===== config.mk =====
export PLATFORM = sky130hd
export DESIGN_NAME = ist_cell
export DESIGN_NICKNAME = d
export VERILOG_FILES = /design/src/design/ist_pkg.sv /design/src/design/ist_cell.sv
export SDC_FILE = /design/constraint.sdc
export NUM_CORES = 1
export LEC_CHECK = 0
export BUFFER_PORTS_ARGS = -buffer_cell sky130_fd_sc_hd__clkbuf_2
export CORE_ASPECT_RATIO = 0.8
export CORE_UTILIZATION = 43
export DETAILED_ROUTE_END_ITERATION = 7
export PLACE_DENSITY_LB_ADDON = 0.2
export REMOVE_ABC_BUFFERS = 1
export SLEW_MARGIN = 20
export SYNTH_ARGS = -nofsm -noshare
export SYNTH_HDL_FRONTEND = slang
export SYNTH_SLANG_ARGS = --single-unit

===== constraint.sdc =====
create_clock -name aclk -period 5.15 [get_ports aclk]
set_input_delay 1.545 -clock aclk [delete_from_list [all_inputs] [get_ports aclk]]
set_output_delay 1.545 -clock aclk [all_outputs]
set_load 0.005 [all_outputs]

===== src/design/ist_pkg.sv =====
// Shared types and constants for the integer stack with search.
// Holds the opcode, state, cell command and result types used by the cells, the control and the top level.
// No dependencies.
package ist_pkg;

    localparam int DATA_W    = 32;
    localparam int CNT_W     = 7;
    localparam int OP_W      = 3;
    localparam int DEPTH_DEF = 64;

    // Largest count that the 7-bit count field can carry.
    localparam int CNT_MAX   = (1 << CNT_W) - 1;

    localparam logic [CNT_W-1:0] CAP_RESET = CNT_W'(64);
    localparam logic [CNT_W-1:0] NO_INDEX  = {CNT_W{1'b1}};

    localparam int RES_W     = 1 + DATA_W + CNT_W + CNT_W + 1 + 1;
    localparam int M_TDATA_W = ((RES_W + 7) / 8) * 8;

    typedef enum logic [OP_W-1:0] {
        OP_PUSH   = 3'd0,
        OP_POP    = 3'd1,
        OP_PEEK   = 3'd2,
        OP_SEARCH = 3'd3,
        OP_CLEAR  = 3'd4
    } op_t;

    typedef enum logic [0:0] {
        ST_IDLE = 1'b0,
        ST_SCAN = 1'b1
    } state_t;

    // Command broadcast to every cell of the chain.
    typedef struct packed {
        logic push;         // take the neighbour nearer the top
        logic pop;          // take the neighbour nearer the bottom
        logic load_match;   // compare held entry with the key
        logic shift_match;  // move match flags one cell toward the top
    } cell_cmd_t;

    // Result item; last member sits in the lowest bits.
    typedef struct packed {
        logic                     is_full;
        logic                     is_empty;
        logic [CNT_W-1:0]         count;
        logic signed [CNT_W-1:0]  found_index;
        logic signed [DATA_W-1:0] data;
        logic                     status;
    } result_t;

endpackage


===== src/design/ist_cell.sv =====
// One cell of the shift-register stack: holds one entry and its match flag.
// Depends on ist_pkg for widths and the cell command type.
module ist_cell
    import ist_pkg::*;
(
    input  logic                     aclk,
    input  cell_cmd_t                cmd,
    input  logic signed [DATA_W-1:0] key,
    input  logic signed [DATA_W-1:0] upper_data,  // neighbour nearer the top
    input  logic signed [DATA_W-1:0] lower_data,  // neighbour nearer the bottom
    input  logic                     lower_match,
    output logic signed [DATA_W-1:0] data,
    output logic                     match
);

    logic signed [DATA_W-1:0] data_reg;
    logic signed [DATA_W-1:0] data_next;
    logic                     match_reg;
    logic                     match_next;

    // Shift the entry down on push, up on pop, hold otherwise
    always_comb begin
        data_next = data_reg;
        if (cmd.push) begin
            data_next = upper_data;
        end else if (cmd.pop) begin
            data_next = lower_data;
        end
    end

    // Load the compare result, or pass flags toward the top during a scan
    always_comb begin
        match_next = match_reg;
        if (cmd.load_match) begin
            match_next = (data_reg == key);
        end else if (cmd.shift_match) begin
            match_next = lower_match;
        end
    end

    always_ff @(posedge aclk) begin
        data_reg  <= data_next;
        match_reg <= match_next;
    end

    assign data  = data_reg;
    assign match = match_reg;

endmodule


==> results of run 1 <==
-- report_power, final --
part / leakage [nW] / switching, mW / internal (mW) / total, mW
Clock: 0.0387 / 0.0858 / 0.0910 / 0.177
Sequential: 0.337 / 0.0192 / 0.332 / 0.351
Combinational: 0.797 / 0.0523 / 0.0850 / 0.137
-- cell usage in the layout (no fill, tap or decap), drive strengths merged --
cell type,Yosys,layout
or2,2,2
xnor2,17,17
edfxtp,33,33
nand4,5,5
nor4,4,4
clkbuf,0,140
xor2,15,15
nor3,1,1
o22ai,1,1
clkinv,0,1
mux2,32,32
inv,1,1
nand3,1,1
-- logic make-up after synthesis --
| group | count (synthesis) | share of synthesized area, % |
|---|---|---|
| DFF | 33 | 56.9 |
| xor gates and xnor gates | 32 | 16.1 |
| and+or+nand+nor | 13 | 4.53 |
| AOI/OAI and AO/OA | 1 | 0.360 |
| muxes | 32 | 20.7 |
| buffers and inverters | 5 | 1.37 |
-- cell type report --
type | count | area [sq um]
repair buffers | 134 | 671
clock buffers | 6 | 72.6
inverters | 1 | 3.75
clock inverters | 1 | 3.75
flip-flops and latches | 33 | 991
multi-input cells | 78 | 726
fillers | 313 | 1290
well taps | 55 | 68.8
-- stage by stage --
step	power, mW	setup WS, ps	util [%]	hold WS (ps)	cell area, sq um
after CTS	0.673	2130	66.2	743	2540
after floorplan	0.415	2750	-	731	1720
after global routing	0.702	2010	66.2	798	2540
after detailed placement	0.496	1830	64.2	738	2460
after global placement	0.493	1850	64.2	730	2460
final	0.665	2160	66.2	731	2540
-- worst min-delay path by stage --
stage / slack (ps) / endpoint / cells after the start
3_3_place_gp: 730 / match$_DFFE_PP_ / 3
5_1_grt: 800 / match$_DFFE_PP_ / 3
6_report: 730 / match$_DFFE_PP_ / 3
2_1_floorplan: 730 / match$_DFFE_PP_ / 3
3_5_place_dp: 740 / match$_DFFE_PP_ / 3
4_1_cts: 740 / match$_DFFE_PP_ / 3
-- metal layers --
| metal | vias to the layer above | share of wire [%] | track usage, % |
|---|---|---|---|
| li1 | 702 | - | - |
| met1 | 650 | 37 | 19.4 |
| met2 | 68 | 52 | 33.7 |
| met3 | 2 | 9.8 | 7.71 |
| met4 | 0 | 0.62 | 7.56 |
| met5 | - | 0 | 0 |
==> results.txt, run 1 <==
The flow ran to the end, and the final reports show no timing, DRC or antenna violations. Setup repair after global routing left no endpoint under its margin. The number of clock sinks is 33.

The horizontal die dimension is 73.1 microns. The number of antenna violations at the first check in global routing is 0. The total power density per cell area is 262 nW/um^2. The delay of the slowest critical-path stage is 740 ps. The fmax is 334 MHz. The share of async-settable or async-resettable flops after synthesis is 0%. From bottom edge to top edge, the die measures 58.9 microns.

The number of cells on the worst reg-to-reg path came out at 5. The warning count from the yosys run is 0. The number of violations of the max-capacitance limit came out at 0. The most instantiated library cell after synthesis is sky130_fd_sc_hd__edfxtp_1. The data required time at the worst endpoint is 5050 ps. After synthesis, the most frequently instantiated cells are 33 x sky130_fd_sc_hd__edfxtp_1, 32 x sky130_fd_sc_hd__mux2_2, 17 x sky130_fd_sc_hd__xnor2_1. At the pin with the least slew margin, the transition time is 786 ps.

By area the synthesized netlist is led by sky130_fd_sc_hd__edfxtp_1 57%, sky130_fd_sc_hd__mux2_2 21%, sky130_fd_sc_hd__xnor2_1 8.6%. The combined global-route utilization of all metal layers is 18.7%. Once the clock tree was built, the resizer swapped 0 gates to a different size. The hold buffer count at CTS is 0. The global-route wire length before repair is 5820 microns. The count of cell types in the netlist came out at 12.

The final hold violation count came to 0. The share of layout cells above drive strength 1 came out at 68.4%. The final routed wire length divided by cell count came out at 12.5 microns. Clock latency on the worst-skew pair, taken at its later pin, is 270 ps. The post-synthesis instance area came out at 1740 sq um.

The number of buffers inserted during clock tree synthesis came out at 5. The count of endpoints failing setup in the final report came out at 0. The critical path goes through clkbuf_2, or2_2. The initial utilization of the core area, before any placement, comes to 45.5%.

After the flow finishes, the layout carries non-filler instances totaling 308. The number of storage elements in the synthesis netlist is 33. The count of TritonRoute iterations in the first routing pass is 4. The worst register-to-register path begins at data[1]$_DFFE_PP_. The layout overhead on the synthesized area came out at 45.7%. The synthesized design spends more area on one cell type than any other, namely sky130_fd_sc_hd__edfxtp_1. The first routing iteration left 28 violations. The critical path depth in cells is 2. The register with the most flip-flops in the layout has 32 of them. In this run the most critical hold path is launched from data[5]$_DFFE_PP_.

For the worst setup path, the data arrival time is 2900 ps. The placement row count is 20. The number of max-slew violations in the final report was 0. The critical path starts at cmd[3]. CTS built an H-tree with a depth of 2. The worst setup path is captured at a flip-flop. The minimum period implied by the final worst setup slack is 2990 ps. The floorplan step defined a core boundary enclosing 3830 sq um. In this run the biggest area consumer among cell types represents 56.9% of the synthesized area.

The register clock-pin slew on the reported worst setup and hold paths is 70 ps. The critical path in this run is classified as input pin to flip-flop. The TritonCTS clock tree is done.

In the synthesized netlist the dominant register cell turns out to be sky130_fd_sc_hd__edfxtp_1. Across all layers, the routed design uses 1422 vias. On the critical path the largest part of the delay comes from simple AND/OR/NAND/NOR gates. In this run the tightest slew margin relative to its limit is 47.6%. Counting both buffers and inverters, the worst setup path holds a total of 1. The number of enable-type register cells in the synthesized netlist came out at 33. The total DRC errors in the routed layout is 0. The share of the Yosys chip area taken by registers is 56.9%.

The pin count of the biggest net entering global routing is 34. No sink is reached through more buffers than the 2 on the longest clock path. The tree is rooted in a sky130_fd_sc_hd__clkbuf_8. The portion of the clock cycle consumed by the worst path in the final layout is 58.1%. On the critical path, the stage with the largest delay is an instance of sky130_fd_sc_hd__or2_2.

The mean area per synthesized cell came out at 15.0 sq um. For the final routed database, the setup TNS stands at 0 ps. The maximum vdd drop came out at 0.175 mV. The number of placed instances, taps included came out at 301. The number of top-level pins is 135. The total wire length came out at 3840 microns. The leakage power total is 1.17 nW. The detail route stage leaves a number of antenna-violating nets equal to 0. The final layout net count is 355.

The reg-to-reg setup timing slack came out at 3610 ps. The capture point of the critical path is data[5]$_DFFE_PP_. STA classifies the critical path startpoint as an input pin. In this run the critical register-to-register path is captured at match$_DFFE_PP_. The leftover overflow at the end of global routing is 0. For the final database, setup skew stands at 5.39 ps. The HPWL after detailed placement came out at 3080 microns. The gate count of the mapped netlist came out at 116. The via count of the first global-routing pass came out at 1416. The number of vias per cell after detailed routing came out at 4.62. The buffers inserted during post-CTS setup optimization is 0. The antenna diode count is 0. Routability-driven placement finished with a final weighted congestion of 0.721.

The biggest fanout along the worst timing path came out at 33. The area of the die came out at 4310 sq um. The path type of the worst min-delay path is flip-flop to flip-flop.

The quantity of I/O buffers inserted on ports came out at 134.
Note: power is estimated with default switching activity, not from simulation.
==> inputs of run 2 (changes only) <==
CORE_UTILIZATION = 36   (was 43)
clock period = 2.58 ns   (was 5.15 ns; I/O delays follow)
==> results.txt, run 2 (same netlist as run 1, synthesis figures left out) <==
The flow ran to the end, and the final reports show no timing, DRC or antenna violations. The horizontal die dimension is 79.7 microns (+9.0%). The share of layout cells above drive strength 1 came out at 69.0% (+0.64 points). The post-detailed-route count of antenna-violating nets came out at 0 (unchanged). The met1 routed wirelength after detailed routing is 1630 microns (+14%). The final layout net count came out at 356 (+0.28%).

The buffers inserted during post-CTS setup optimization came out at 0 (unchanged). The antenna diode count came to 0 (unchanged). The type of destination of the critical path is a flip-flop. The cell with the biggest individual delay on the critical path is sky130_fd_sc_hd__nor4_1. The portion of the clock cycle consumed by the worst path in the final layout came out at 65.1%. The area of the die was 5120 sq um (+19%). The number of placed instances, taps included came out at 307 (+2.0%).

TritonCTS built the clock tree. The placeable core area was 4620 sq um (+21%). The insertion delay of the later-clocked pin in the worst-skew pair came out at 280 ps (about the same). The quantity of I/O buffers inserted on ports is 134 (unchanged). The count of endpoints failing setup in the final report is 0 (unchanged). The number of max-slew violations in the final report came out at 0 (unchanged). The via count of the first global-routing pass is 1396 (-1.4%).

On the critical path the largest part of the delay comes from simple AND/OR/NAND/NOR gates. The die height came to 64.2 microns (+9.0%). In this run the clock root is driven by a sky130_fd_sc_hd__clkbuf_8. The count of TritonRoute iterations in the first routing pass is 3 (-1).

The post-layout instance count excluding filler cells is 315 (+2.3%). The leftover overflow at the end of global routing is 0 (unchanged). By instance count, the cell type seen most on the critical path is sky130_fd_sc_hd__nand4_1.

The weighted congestion reported at the end of routability-driven placement was 0.798 (+11%). The minimum period implied by the final worst setup slack is 1680 ps. The critical path data arrival time is 1810 ps (-1090 ps). The total DRC errors in the routed layout came out at 0 (unchanged). The combined global-route utilization of all metal layers came out at 16.0% (-2.7 points). The fmax came out at 595 MHz. The maximum root-to-sink buffer count is 2 (unchanged). The total met3 wirelength after detailed routing is 402 microns (+6.6%). Walking the worst path, the cells encountered are clkbuf_2, xnor2_1, nand4_1, nor4_1, nand4_1, o22ai_1. The number of gates given a new drive strength after cts is 0 (unchanged). The initial standard-cell utilization of the core was 37.6% (-7.8 points). The register clock-pin slew on the reported worst setup and hold paths is 70 ps (about the same). The flip-flop count of the largest register, all copies and words added came out at 32 (unchanged). The number of DRC violations after detailed-routing iteration 0 is 37 (+32%). The routed via count is 1417 (-0.35%). The HPWL after detailed placement is 3200 microns (+3.9%). The final routed wire length divided by cell count is 13.0 microns (+4.3%). The leakage power total came out at 1.18 nW (+0.94%). The number of clock sinks is 33 (unchanged). The number of vias per cell after detailed routing is 4.50 (-2.6%). STA classifies the critical path startpoint as an input pin. The final hold violation count came to 0 (unchanged). The delay of the slowest critical-path stage came out at 380 ps (-360 ps). The amount of wire on met2 after detailed routing came out at 2030 microns (+1.2%). The accumulated negative setup slack came out at 0 ps (unchanged). The number of antenna violations at the first check in global routing came out at 0 (unchanged). The number of violations of the max-capacitance limit came out at 0 (unchanged).

The data required time at the worst endpoint is 2710 ps (-2340 ps). The global-route wire length before repair was 6020 microns (+3.3%). The highest metal layer used by the detailed router is met4. The pin count of the biggest net entering global routing came to 33 (-2.9%). Leaving out fill and tap cells, the most frequent cell in the layout is sky130_fd_sc_hd__clkbuf_2. The maximum vdd drop is 0.265 mV (+51%). The layout overhead on the synthesized area came out at 46.9%. The number of buffers inserted during clock tree synthesis came out at 5 (unchanged). The transition time at the pin with the least slew margin came out at 773 ps (-13.5 ps).

The total power density per cell area is 528 nW/um^2 (+100%). The worst hold path belongs to the class flip-flop to flip-flop. The setup clock skew after layout was 1.31 ps (-4.08 ps). The number of buffer and inverter instances along the worst setup path is 1 (unchanged). The kind of critical path is input pin to flip-flop. The biggest fanout along the worst timing path was 1 (-97%). The placement row count was 22 (+10%). The worst slew slack as a fraction of its limit is 48.5% (+0.90 points). The number of levels the H-tree was split into is 2 (unchanged). The hold buffer count at CTS came out at 0 (unchanged). The number of top-level pins came out at 135 (unchanged). Setup repair after global routing left no endpoint under its margin.

The top cell types in the final layout, fill and taps aside, are 134 x sky130_fd_sc_hd__clkbuf_2, 33 x sky130_fd_sc_hd__edfxtp_1, 32 x sky130_fd_sc_hd__mux2_2. The total wire length is 4100 microns (+6.7%).
[run 2: cell count changes in the layout (fill, tap and decap cells not counted), sizes merged]
cell,before,now
buf,0,1
clkinv,1,2
[run 2: per-layer routing]
layer | vias to the layer above | GRT usage, %
met1 | 640 | 17.5
met3 | 5 | 6.14
met2 | 65 | 28.3
li1 | 707 | -
met5 | - | 0
met4 | 0 | 5.36
[run 2: metrics by stage]
step	hold slack, ps	total power [mW]	worst slack, ps	instance area [sq um]	utilization, %
finish	750	1.35	899	2560	55.3
CTS	760	1.37	882	2560	55.3
detailed placement	744	0.993	590	2470	53.5
global route	764	1.42	816	2560	55.3
floorplan	731	0.828	950	1720	-
global placement	728	0.987	606	2470	53.5
[run 2: tightest hold or removal path: cells and delay by family, from the launching register on]
kind / cells / cell delay [ps]
DFF: 1 / 370
and+or+nand+nor: 1 / 80
xor gates and xnor gates: 1 / 70
AOI/OAI and AO/OA: 1 / 70
[run 2: layout make-up]
class	instances	area [sq um]
sequential	33	991
timing repair buffer	135	678
tap	60	75.1
clock inverter	2	10.0
multi-input combinational	78	726
clock buffer	6	72.6
fill	416	2070
inverter	1	3.75
[run 2: report_power, final]
part	internal [mW]	switching [mW]	total (mW)	leakage (nW)
sequential	0.662	0.0389	0.700	0.337
combinational	0.170	0.106	0.276	0.802
clock	0.187	0.185	0.372	0.0450
[run 2: worst paths after layout]
check                           depth (start not counted)  slack, ps         startpoint              end
worst max register to register                          5       1070  data[1]$_DFFE_PP_  match$_DFFE_PP_
worst min register to register                          3        750  data[5]$_DFFE_PP_  match$_DFFE_PP_
worst min-delay path                                    3        750  data[5]$_DFFE_PP_  match$_DFFE_PP_
worst max-delay path                                    6        900            key[22]  match$_DFFE_PP_
