[config.mk]
export PLATFORM = sky130hd
export DESIGN_NAME = ist_ctrl
export DESIGN_NICKNAME = d
export VERILOG_FILES = /design/src/design/ist_pkg.sv /design/src/design/ist_ctrl.sv
export SDC_FILE = /design/constraint.sdc
export NUM_CORES = 1
export LEC_CHECK = 0
export BUFFER_PORTS_ARGS = -buffer_cell sky130_fd_sc_hd__buf_2
export CORE_MARGIN = 4
export CORE_UTILIZATION = 50
export DETAILED_ROUTE_END_ITERATION = 8
export PLACE_DENSITY = 0.73
export SETUP_SLACK_MARGIN = 0.05
export SLEW_MARGIN = 20
export SYNTH_ARGS = -nofsm -noshare
export SYNTH_HDL_FRONTEND = slang
export SYNTH_SLANG_ARGS = --single-unit
[constraint.sdc]
create_clock -name aclk -period 5.3 [get_ports aclk]
set_input_delay 1.325 -clock aclk [delete_from_list [all_inputs] [get_ports aclk]]
set_output_delay 1.325 -clock aclk [all_outputs]
set_load 0.01 [all_outputs]
[src/design/ist_pkg.sv]
// Shared types and constants for the integer stack with search.
// Holds the opcode, state, cell command and result types used by the cells, the control and the top level.
// No dependencies.
package ist_pkg;

    localparam int DATA_W    = 32;
    localparam int CNT_W     = 7;
    localparam int OP_W      = 3;
    localparam int DEPTH_DEF = 64;

    // Largest count that the 7-bit count field can carry.
    localparam int CNT_MAX   = (1 << CNT_W) - 1;

    localparam logic [CNT_W-1:0] CAP_RESET = CNT_W'(64);
    localparam logic [CNT_W-1:0] NO_INDEX  = {CNT_W{1'b1}};

    localparam int RES_W     = 1 + DATA_W + CNT_W + CNT_W + 1 + 1;
    localparam int M_TDATA_W = ((RES_W + 7) / 8) * 8;

    typedef enum logic [OP_W-1:0] {
        OP_PUSH   = 3'd0,
        OP_POP    = 3'd1,
        OP_PEEK   = 3'd2,
        OP_SEARCH = 3'd3,
        OP_CLEAR  = 3'd4
    } op_t;

    typedef enum logic [0:0] {
        ST_IDLE = 1'b0,
        ST_SCAN = 1'b1
    } state_t;

    // Command broadcast to every cell of the chain.
    typedef struct packed {
        logic push;         // take the neighbour nearer the top
        logic pop;          // take the neighbour nearer the bottom
        logic load_match;   // compare held entry with the key
        logic shift_match;  // move match flags one cell toward the top
    } cell_cmd_t;

    // Result item; last member sits in the lowest bits.
    typedef struct packed {
        logic                     is_full;
        logic                     is_empty;
        logic [CNT_W-1:0]         count;
        logic signed [CNT_W-1:0]  found_index;
        logic signed [DATA_W-1:0] data;
        logic                     status;
    } result_t;

endpackage

[src/design/ist_ctrl.sv]
// Control for the integer stack: count, capacity register, search scan and result queue.
// Depends on ist_pkg; drives the cell chain through a cell_cmd_t broadcast.
module ist_ctrl
    import ist_pkg::*;
#(
    parameter int DEPTH = DEPTH_DEF
) (
    input  logic                     aclk,
    input  logic                     aresetn,
    input  logic                     cfg_valid,
    output logic                     cfg_ready,
    input  logic [CNT_W-1:0]         cfg_data,
    input  logic                     s_valid,
    output logic                     s_ready,
    input  logic [OP_W-1:0]          s_op,
    input  logic signed [DATA_W-1:0] top_data,
    input  logic                     head_match,
    output cell_cmd_t                cmd,
    output logic                     m_valid,
    input  logic                     m_ready,
    output result_t                  m_res
);

    localparam int               DEPTH_CLIP = (DEPTH > CNT_MAX) ? CNT_MAX : DEPTH;
    localparam logic [CNT_W-1:0] DEPTH_LIM  = CNT_W'(DEPTH_CLIP);

    state_t           state_reg, state_next;
    logic [CNT_W-1:0] capacity_reg, capacity_next;
    logic [CNT_W-1:0] count_reg, count_next;
    logic [CNT_W-1:0] step_reg, step_next;
    logic             pend_valid_reg, pend_valid_next;
    result_t          pend_res_reg, pend_res_next;
    logic             out_valid_reg, out_valid_next;
    result_t          out_res_reg, out_res_next;

    logic             accept;
    logic [CNT_W-1:0] cap_use;
    logic             scan_hit;
    logic             scan_miss;
    logic             res_wr;
    result_t          res_new;
    logic             out_free;

    assign cfg_ready = 1'b1;
    assign s_ready   = (state_reg == ST_IDLE) && !pend_valid_reg;
    assign accept    = s_valid && s_ready;
    assign cap_use   = (capacity_reg < DEPTH_LIM) ? capacity_reg : DEPTH_LIM;
    assign scan_miss = (step_reg == count_reg);
    assign scan_hit  = !scan_miss && head_match;
    assign out_free  = !out_valid_reg || m_ready;

    // Next state: a search enters the scan, which ends on the first hit or past the bottom
    always_comb begin
        state_next = state_reg;
        unique case (state_reg)
            ST_IDLE: begin
                if (accept && (s_op == OP_SEARCH)) begin
                    state_next = ST_SCAN;
                end
            end
            ST_SCAN: begin
                if (scan_hit || scan_miss) begin
                    state_next = ST_IDLE;
                end
            end
            default: state_next = ST_IDLE;
        endcase
    end

    // Outputs: cell commands, count update and the new result
    always_comb begin
        cmd                 = '0;
        count_next          = count_reg;
        step_next           = step_reg;
        res_wr              = 1'b0;
        res_new             = '0;
        res_new.found_index = NO_INDEX;
        unique case (state_reg)
            ST_IDLE: begin
                step_next = '0;
                if (accept) begin
                    res_wr = 1'b1;
                    unique case (s_op)
                        OP_PUSH: begin
                            if (count_reg < cap_use) begin
                                cmd.push   = 1'b1;
                                count_next = count_reg + CNT_W'(1);
                            end else begin
                                res_new.status = 1'b1;
                            end
                        end
                        OP_POP: begin
                            if (count_reg != '0) begin
                                cmd.pop      = 1'b1;
                                count_next   = count_reg - CNT_W'(1);
                                res_new.data = top_data;
                            end else begin
                                res_new.status = 1'b1;
                            end
                        end
                        OP_PEEK: begin
                            if (count_reg != '0) begin
                                res_new.data = top_data;
                            end else begin
                                res_new.status = 1'b1;
                            end
                        end
                        OP_SEARCH: begin
                            cmd.load_match = 1'b1;
                            res_wr         = 1'b0;
                        end
                        OP_CLEAR: begin
                            count_next = '0;
                        end
                        default: begin
                            res_new.status = 1'b1;
                        end
                    endcase
                end
            end
            ST_SCAN: begin
                if (scan_hit) begin
                    res_wr              = 1'b1;
                    res_new.found_index = count_reg - step_reg - CNT_W'(1);
                end else if (scan_miss) begin
                    res_wr = 1'b1;
                end else begin
                    cmd.shift_match = 1'b1;
                    step_next       = step_reg + CNT_W'(1);
                end
            end
            default: ;
        endcase
        res_new.count    = count_next;
        res_new.is_empty = (count_next == '0);
        res_new.is_full  = (count_next >= cap_use);
    end

    // Capacity register write
    always_comb begin
        capacity_next = capacity_reg;
        if (cfg_valid && cfg_ready) begin
            capacity_next = cfg_data;
        end
    end

    // Result queue: a pending slot parts the work from a stalled output register
    always_comb begin
        pend_valid_next = pend_valid_reg;
        pend_res_next   = pend_res_reg;
        out_valid_next  = out_valid_reg;
        out_res_next    = out_res_reg;
        if (out_free) begin
            if (pend_valid_reg) begin
                out_valid_next  = 1'b1;
                out_res_next    = pend_res_reg;
                pend_valid_next = 1'b0;
            end else if (res_wr) begin
                out_valid_next = 1'b1;
                out_res_next   = res_new;
            end else begin
                out_valid_next = 1'b0;
            end
        end else if (res_wr) begin
            pend_valid_next = 1'b1;
            pend_res_next   = res_new;
        end
    end

    always_ff @(posedge aclk) begin
        if (!aresetn) begin
            state_reg      <= ST_IDLE;
            capacity_reg   <= CAP_RESET;
            count_reg      <= '0;
            step_reg       <= '0;
            pend_valid_reg <= 1'b0;
            out_valid_reg  <= 1'b0;
        end else begin
            state_reg      <= state_next;
            capacity_reg   <= capacity_next;
            count_reg      <= count_next;
            step_reg       <= step_next;
            pend_valid_reg <= pend_valid_next;
            out_valid_reg  <= out_valid_next;
        end
    end

    always_ff @(posedge aclk) begin
        pend_res_reg <= pend_res_next;
        out_res_reg  <= out_res_next;
    end

    assign m_valid = out_valid_reg;
    assign m_res   = out_res_reg;

`ifndef SYNTH
    a_count_bound: assert property (@(posedge aclk) disable iff (!aresetn)
        count_reg <= DEPTH_LIM)
        else $error("count beyond usable depth");

    a_pend_behind_out: assert property (@(posedge aclk) disable iff (!aresetn)
        pend_valid_reg |-> out_valid_reg)
        else $error("pending result without a held output");

    a_scan_step: assert property (@(posedge aclk) disable iff (!aresetn)
        (state_reg == ST_SCAN) |-> (step_reg <= count_reg))
        else $error("scan step past the bottom of the stack");

    a_push_room: assert property (@(posedge aclk) disable iff (!aresetn)
        cmd.push |=> (count_reg == $past(count_reg) + CNT_W'(1)))
        else $error("push did not advance the count");

    a_scan_idle_only: assert property (@(posedge aclk) disable iff (!aresetn)
        (state_reg == ST_SCAN) |-> !s_ready)
        else $error("input taken during a search scan");
`endif

endmodule

==> impl_metrics.py, run 1 <==
metrics = {
    "synthesis": {
        "synth_area_leaders": "sky130_fd_sc_hd__edfxtp_1 (51%), sky130_fd_sc_hd__dfxtp_1 (8.4%), sky130_fd_sc_hd__a21o_1 (5.4%)",
        "muxShareOfSynthArea_pct": 4.305,
        "top_cell_type_by_total_area_after_synthesis": "sky130_fd_sc_hd__edfxtp_1",
        "synth_warnings": 0,
        "synth-async-reset-ratio_pct": 0,
        "syn-instance-count": 446,
        "synth-adder-area-share_pct": 5.376,
        "xor_xnor_cell_area_share_of_the_yosys_netlist_pct": 1.989,
        "synth_top_family_by_area": "simple AND/OR/NAND/NOR gates",
        "synth_largest_type_area_fraction_pct": 51.40,
        "synth_seq_cells": 122,
        "compound_gate_fraction_of_synth_area_pct": 11.80,
        "post_synth_edffs": 98,
        "dominantRegCellSynth": "sky130_fd_sc_hd__edfxtp_1",
        "synth_nets": 518,
        "synth_simple_gate_area_share_pct": 13.64,
        "yosysUniqueCellTypes": 63,
        "yosysSeqAreaShare_pct": 59.79,
        "postSynthAreaPerCell_um2": 12.84,
        "syn-cell-area_um2": 5725,
    },
    "sta": {
        "finalClockSkew_ns": 0.004702,
        "setup_violations_final": 0,
        "setup_slack_ns": 1.181,
        "final-max-slew-violation-count": 0,
        "tightest_slew_ns": 0.7614,
        "final_min_period_over_clock_period_pct": 77.71,
        "max_freq_mhz": 242.8,
        "final.min_clock_period_ns": 4.119,
        "setup_tns_ns": 0,
        "final-hold-violation-count": 0,
        "worst_slew_margin_rel_pct": 49.12,
        "setup_repair_after_global_routing_missed_its_margin": "no",
    },
    "worst_setup_path": {
        "cpPeakStageDelay_ns": 0.54,
        "critical_path.n_buffers_inverters": 2,
        "worstPathArrival_ns": 4.25,
        "critPathLaunchType": "input pin",
        "path_class": "in -> reg",
        "crit_slowest_cell": "sky130_fd_sc_hd__nor3b_1",
        "critical_path_peak_fanout": 11,
        "critical_path.top_delay_family": "compound AO/OA/AOI/OAI gates",
        "worstPathCellList": "buf_2 -> nor3b_1 -> o31ai_4 -> nor2_2 -> o31a_1 -> inv_1 -> ha_1 -> nand2b_1 -> a21o_1 -> a21o_1 -> a21o_1 -> a21o_1 -> a21oi_1 -> o31ai_1",
        "regToRegStartpoint": "count_reg[4]",
        "reg2reg_to": "m_res[48]",
        "rr_worst_depth": 15,
        "critical-path-top-cell-by-count": "sky130_fd_sc_hd__a21o_1",
        "regToRegSetupSlack_ns": 1.25,
        "worst-endpoint-required_ns": 5.43,
        "setup.worst_path.end_class": "flip-flop",
    },
    "cells_and_area": {
        "layout-drive-gt1-share_pct": 29.91,
        "layout.cells.non_filler": 705,
        "layout-area-overhead-vs-synth_pct": 21.61,
        "stdcell_area_um2": 6963,
        "finish.net_count": 624,
        "num-fill-cells": 852,
        "n_antenna_cell": 0,
    },
    "worst_hold_path": {
        "worst_min_path_start": "pend_res_reg[1]",
        "hp-class": "reg -> reg",
        "holdPathEnd": "m_res[1]",
        "timing.hold.worst_path_depth": 1,
    },
    "die": {
        "initial_cell_density_of_the_core_pct": 51.91,
        "placementRows": 38,
        "area_of_the_placeable_core_um2": 11030,
        "die-height_um": 115.0,
        "chipWidth_um": 115.0,
        "io_pins": 104,
        "die-area_um2": 13230,
    },
    "power_and_ir_drop": {
        "post-layout-total-power_w": 0.002370,
        "cellLeakagePower_nw": 2.971,
        "power-per-cell-area_nw_per_um2": 340.4,
        "maximum_vdd_ir_drop_v": 0.0002441,
    },
    "clocking": {
        "numCtsBuffers": 17,
        "cts.sink_count": 122,
        "post_cts_buffers": 0,
        "post_cts.resized_instances": 0,
        "ctsLongestPathBuffers": 2,
        "cts.clk_slew.worst_paths_ns": 0.06,
        "tritoncts": "done",
        "root_buffer": "sky130_fd_sc_hd__clkbuf_16",
        "ctsHoldBuffers": 0,
        "htreeDepth": 4,
        "clk-insertion-delay-late_ns": 0.41,
    },
    "place": {
        "place_area_um2": 6369,
        "cell_total_after_placement": 673,
        "globalplace.congestion": 0.8933,
        "post-place-ws_ns": 0.8123,
        "io_buffers": 102,
        "post-dp-hpwl_mm": 8.331,
    },
    "global_routing": {
        "global_route.overflow_total": 0,
        "gr-usage-all-layers_pct": 19.20,
        "grt_start_max_net_pins": 55,
        "grt_antenna_before_repair": 0,
        "via_count_of_the_first_global_routing_pass": 3846,
        "grt_first_pass_wirelength_mm": 19.64,
    },
    "routing": {
        "detail_route.drc_violations": 0,
        "drt_first_iter_violations": 304,
        "route.final.wire_length_mm": 12.16,
        "detailroute.via_count": 3822,
        "initial_drt_pass_iterations": 4,
        "average_wire_per_standard_cell_um": 17.25,
        "antenna_left": 0,
        "vias_per_cell": 5.421,
    },
    "job": {
        "number_of_max_cap_violations": 0,
    },
    "run_status": {
        "run_status": "completed",
    },
}
-- synthesized netlist by cell type, types with 2 or more instances --
library cell,count
sky130_fd_sc_hd__a221o_1,2
sky130_fd_sc_hd__and2_1,38
sky130_fd_sc_hd__a21o_1,41
sky130_fd_sc_hd__mux2_2,13
sky130_fd_sc_hd__buf_4,2
sky130_fd_sc_hd__clkbuf_1,14
sky130_fd_sc_hd__inv_1,18
sky130_fd_sc_hd__or3_1,6
sky130_fd_sc_hd__mux2i_1,10
sky130_fd_sc_hd__o21ai_0,5
sky130_fd_sc_hd__nand3b_1,2
sky130_fd_sc_hd__a211oi_1,3
sky130_fd_sc_hd__dfxtp_1,24
sky130_fd_sc_hd__nor3b_1,3
sky130_fd_sc_hd__edfxtp_1,98
sky130_fd_sc_hd__nor4_1,3
sky130_fd_sc_hd__o21ai_1,5
sky130_fd_sc_hd__and4_1,3
sky130_fd_sc_hd__o211ai_1,5
sky130_fd_sc_hd__o31ai_1,2
sky130_fd_sc_hd__nor2b_1,10
sky130_fd_sc_hd__buf_6,3
sky130_fd_sc_hd__xor2_1,3
sky130_fd_sc_hd__ha_1,23
sky130_fd_sc_hd__a21oi_1,12
sky130_fd_sc_hd__nor3_1,5
sky130_fd_sc_hd__nand2_1,28
sky130_fd_sc_hd__nand2b_1,2
sky130_fd_sc_hd__xnor2_1,10
sky130_fd_sc_hd__and3_1,2
sky130_fd_sc_hd__nand3_1,3
sky130_fd_sc_hd__nor2_1,15
sky130_fd_sc_hd__o21bai_1,3
-- worst reg2reg max path, delay by kind of cell, from the launching register on --
kind / cells / cell delay [ns]
simple gates: 2 / 0.39
compound gates: 10 / 1.96
flops: 1 / 0.73
buf+inv: 1 / 0.07
fa+ha+maj: 2 / 0.65
-- layer usage --
metal | track usage, % | share of wire (%) | vias up
met5 | 0 | 0 | -
met4 | 6.495 | 1.5 | 0
met3 | 5.211 | 7.2 | 16
met2 | 30.40 | 46 | 140
met1 | 25.74 | 45 | 1813
li1 | - | - | 1853
-- cells in the final DEF, fill, tap and decap left out, types with 14 or more instances in the layout --
cell                        count
sky130_fd_sc_hd__buf_2        102
sky130_fd_sc_hd__dfxtp_1       23
sky130_fd_sc_hd__a21o_1        41
sky130_fd_sc_hd__clkbuf_16     17
sky130_fd_sc_hd__edfxtp_1      98
sky130_fd_sc_hd__and2_1        38
sky130_fd_sc_hd__nand2_1       28
sky130_fd_sc_hd__ha_1          23
sky130_fd_sc_hd__inv_1         18
sky130_fd_sc_hd__nor2_1        14
-- cell families after synthesis --
group | after synthesis
other cells | 1
xor+xnor | 13
buf+inv | 38
flops | 122
fa+ha+maj | 24
simple gates | 134
compound gates | 91
mux | 23
-- through the flow --
stage | util [%] | hold WS [ns]
2_1_floorplan | - | 0.4825
3_3_place_gp | 57.74 | 0.5002
3_5_place_dp | 57.74 | 0.5095
4_1_cts | 63.12 | 0.5193
5_1_grt | 63.12 | 0.5400
6_report | 63.12 | 0.5231
-- cell type report --
type | instances | area, µm² | share of cell area, %
clock buffer | 18 | 429.2 | 6.164
timing repair buffer | 107 | 548.0 | 7.871
clock inverter | 14 | 165.2 | 2.372
sequential | 122 | 3425 | 49.18
tap | 140 | 175.2 | 2.516
inverter | 18 | 67.56 | 0.9704
multi-input combinational | 286 | 2153 | 30.93
-- worst max-delay path by stage --
stage	start	to	slack [ns]	cells after the start
finish	s_op[0]	m_res[48]	1.18	14
global route	count_reg[4]	m_res[48]	0.89	15
CTS	s_valid	m_res[48]	1.23	14
detailed placement	s_valid	m_res[48]	0.81	13
global placement	s_valid	m_res[48]	0.87	14
floorplan	s_op[2]	m_res[0]	0.38	5
-- power by group --
| group | switching, W | leakage [nW] | internal [W] | total (W) |
|---|---|---|---|---|
| logic | 0.0000857 | 1.60 | 0.0000563 | 0.000142 |
| clock network | 0.000434 | 0.284 | 0.000704 | 0.00114 |
| registers | 0.0000136 | 1.08 | 0.00108 | 0.00109 |
| total | 0.000534 | 2.97 | 0.00184 | 0.00237 |
Power figures use the tool's default switching activity.
==> inputs of run 2 (changes only) <==
clock period = 3.8 ns   (was 5.3 ns; I/O delays follow)
==> run 2 against run 1 <==
Combinational power increased by 50%. Die area unchanged. Worst setup slack got worse by 0.89 ns. Routed wire length increased by 2.2%. Worst hold slack got worse by 0.010 ns. Sequential share of layout area decreased by 1.2 points. Critical endpoint unchanged. Largest cell class unchanged.
==> impl_metrics.py, run 2 (same netlist as run 1, synthesis figures left out) <==
metrics = {
    "clocking": {
        "tritoncts": "done",
        "numCtsBuffers": 17,
        "root_buffer": "sky130_fd_sc_hd__clkbuf_16",
        "ctsHoldBuffers": 0,
        "cts.clk_slew.worst_paths_ns": 0.06,
        "htreeDepth": 4,
        "ctsLongestPathBuffers": 2,
        "cts.sink_count": 122,
        "clk-insertion-delay-late_ns": 0.41,
    },
    "die": {
        "initial_cell_density_of_the_core_pct": 51.91,
        "placementRows": 38,
        "die-area_um2": 13230,
        "area_of_the_placeable_core_um2": 11030,
        "io_pins": 104,
        "die-height_um": 115.0,
        "chipWidth_um": 115.0,
    },
    "cells_and_area": {
        "layout_common_cells": "sky130_fd_sc_hd__buf_2 (102), sky130_fd_sc_hd__edfxtp_1 (98), sky130_fd_sc_hd__a21o_1 (41)",
        "n_antenna_cell": 0,
        "finish.net_count": 645,
        "final_common_cell": "sky130_fd_sc_hd__buf_2",
        "layout-area-overhead-vs-synth_pct": 24.78,
        "layout-drive-gt1-share_pct": 32.94,
    },
    "sta": {
        "setup_slack_ns": 0.2873,
        "whs_ns": 0.5131,
        "final.min_clock_period_ns": 3.513,
        "final-max-slew-violation-count": 0,
        "final_min_period_over_clock_period_pct": 92.44,
        "setup_violations_final": 0,
        "setup_repair_after_global_routing_missed_its_margin": "no",
        "final-hold-violation-count": 0,
        "worst_slew_margin_rel_pct": 56.11,
        "tightest_slew_ns": 0.6584,
        "finalClockSkew_ns": 0.005876,
        "max_freq_mhz": 284.7,
    },
    "job": {
        "number_of_max_cap_violations": 0,
    },
    "worst_setup_path": {
        "setup.worst_path.end_class": "flip-flop",
        "critical_path.n_buffers_inverters": 1,
        "critical_path_peak_fanout": 4,
        "regToRegSetupSlack_ns": 0.29,
        "path_class": "in -> reg",
        "crit_slowest_cell": "sky130_fd_sc_hd__or3b_1",
        "cpPeakStageDelay_ns": 0.47,
        "worst-endpoint-required_ns": 3.94,
        "critical_path.top_delay_family": "compound AO/OA/AOI/OAI gates",
        "critPathLaunchType": "input pin",
        "critical-path-top-cell-by-count": "sky130_fd_sc_hd__a21o_1",
        "worstPathCellList": "buf_2 -> or3b_1 -> a211o_4 -> a21oi_2 -> o21ai_1 -> a221o_1 -> ha_1 -> a21o_1 -> a21o_1 -> a21o_1 -> a21o_1 -> a21oi_1 -> o31ai_1",
        "worstPathArrival_ns": 3.65,
    },
    "place": {
        "post-place-ws_ns": -0.1190,
        "post-dp-hpwl_mm": 8.665,
        "io_buffers": 102,
        "globalplace.congestion": 0.8724,
    },
    "global_routing": {
        "globalRoute.busiestLayer": "met2",
        "grt_antenna_before_repair": 0,
        "global_route.overflow_total": 0,
        "grt_start_max_net_pins": 55,
        "grt.met2_usage_pct": 31.94,
        "routing_usage_on_met3_pct": 5.421,
        "use_met1_pct": 25.65,
        "grt_first_pass_wirelength_mm": 20.00,
        "gr-usage-all-layers_pct": 19.65,
        "via_count_of_the_first_global_routing_pass": 3964,
    },
    "routing": {
        "vias_per_cell": 5.382,
        "detail_route.drc_violations": 0,
        "average_wire_per_standard_cell_um": 17.11,
        "drt_first_iter_violations": 222,
        "initial_drt_pass_iterations": 4,
        "antenna_left": 0,
        "detailroute.via_count": 3907,
        "route.final.wire_length_mm": 12.43,
    },
    "worst_hold_path": {
        "hp-class": "reg -> reg",
    },
    "power_and_ir_drop": {
        "maximum_vdd_ir_drop_v": 0.0002678,
        "cellLeakagePower_nw": 3.084,
        "power-per-cell-area_nw_per_um2": 465.2,
    },
    "run_status": {
        "run_status": "completed",
    },
}
[run 2: stage by stage]
| step | cells | setup TNS [ns] | total power, W | cell area (µm²) | util (%) |
|---|---|---|---|---|---|
| detailed placement | 693 | -0.2085 | 0.001759 | 6543 | 59.31 |
| floorplan | 446 | 0 | 0.001661 | 5744 | - |
| finish | 726 | 0 | 0.003323 | 7144 | 64.77 |
| global placement | 693 | -0.1263 | 0.001753 | 6543 | 59.31 |
| global route | 726 | 0 | 0.003445 | 7144 | 64.77 |
| CTS | 725 | 0 | 0.003355 | 7137 | 64.70 |
[run 2: repair_timing]
action | CTS | global route
pin swaps | 0 | 1
resized for setup | 1 | 3
buffers inserted | 0 | 1
setup endpoints to repair | 2 | 2
[run 2: power by group]
part | total (W) | leakage (nW) | switching [W] | internal, W
sequential | 0.00152 | 1.08 | 0.0000173 | 0.00150
clock | 0.00159 | 0.285 | 0.000614 | 0.000978
combinational | 0.000213 | 1.72 | 0.000124 | 0.0000894
total | 0.00332 | 3.08 | 0.000756 | 0.00257
[run 2: worst reg2reg max path, delay by kind of cell (launching register included)]
family | cells | cell delay (ns)
AO/OA/AOI/OAI | 10 | 1.65
adder cells (fa/ha/maj) | 2 | 0.58
buffers and inverters | 2 | 0.18
flip-flops | 1 | 0.33
AND/OR/NAND/NOR | 3 | 0.49
[run 2: area by class of cell]
| type | count | area, µm² |
|---|---|---|
| clock inverter | 15 | 165.2 |
| tap | 140 | 175.2 |
| fill | 849 | 3886 |
| multi-input combinational | 286 | 2168 |
| clock buffer | 17 | 425.4 |
| timing repair buffer | 128 | 718.2 |
| sequential | 122 | 3425 |
| inverter | 18 | 67.56 |
[run 2: path summary, 6_finish.rpt]
kind	startpoint	end	cells past startpoint
setup / recovery	s_valid	m_res[48]	13
hold / removal	capacity_reg[4]	capacity_reg[4]	2
setup reg to reg	capacity_reg[6]	m_res[48]	17
hold reg to reg	capacity_reg[4]	capacity_reg[4]	2
[run 2: layer usage]
layer,part of all wire (%),up-vias
li1,-,1898
met1,45,1864
met2,47,129
met3,7.0,16
met4,1.2,0
met5,0,-
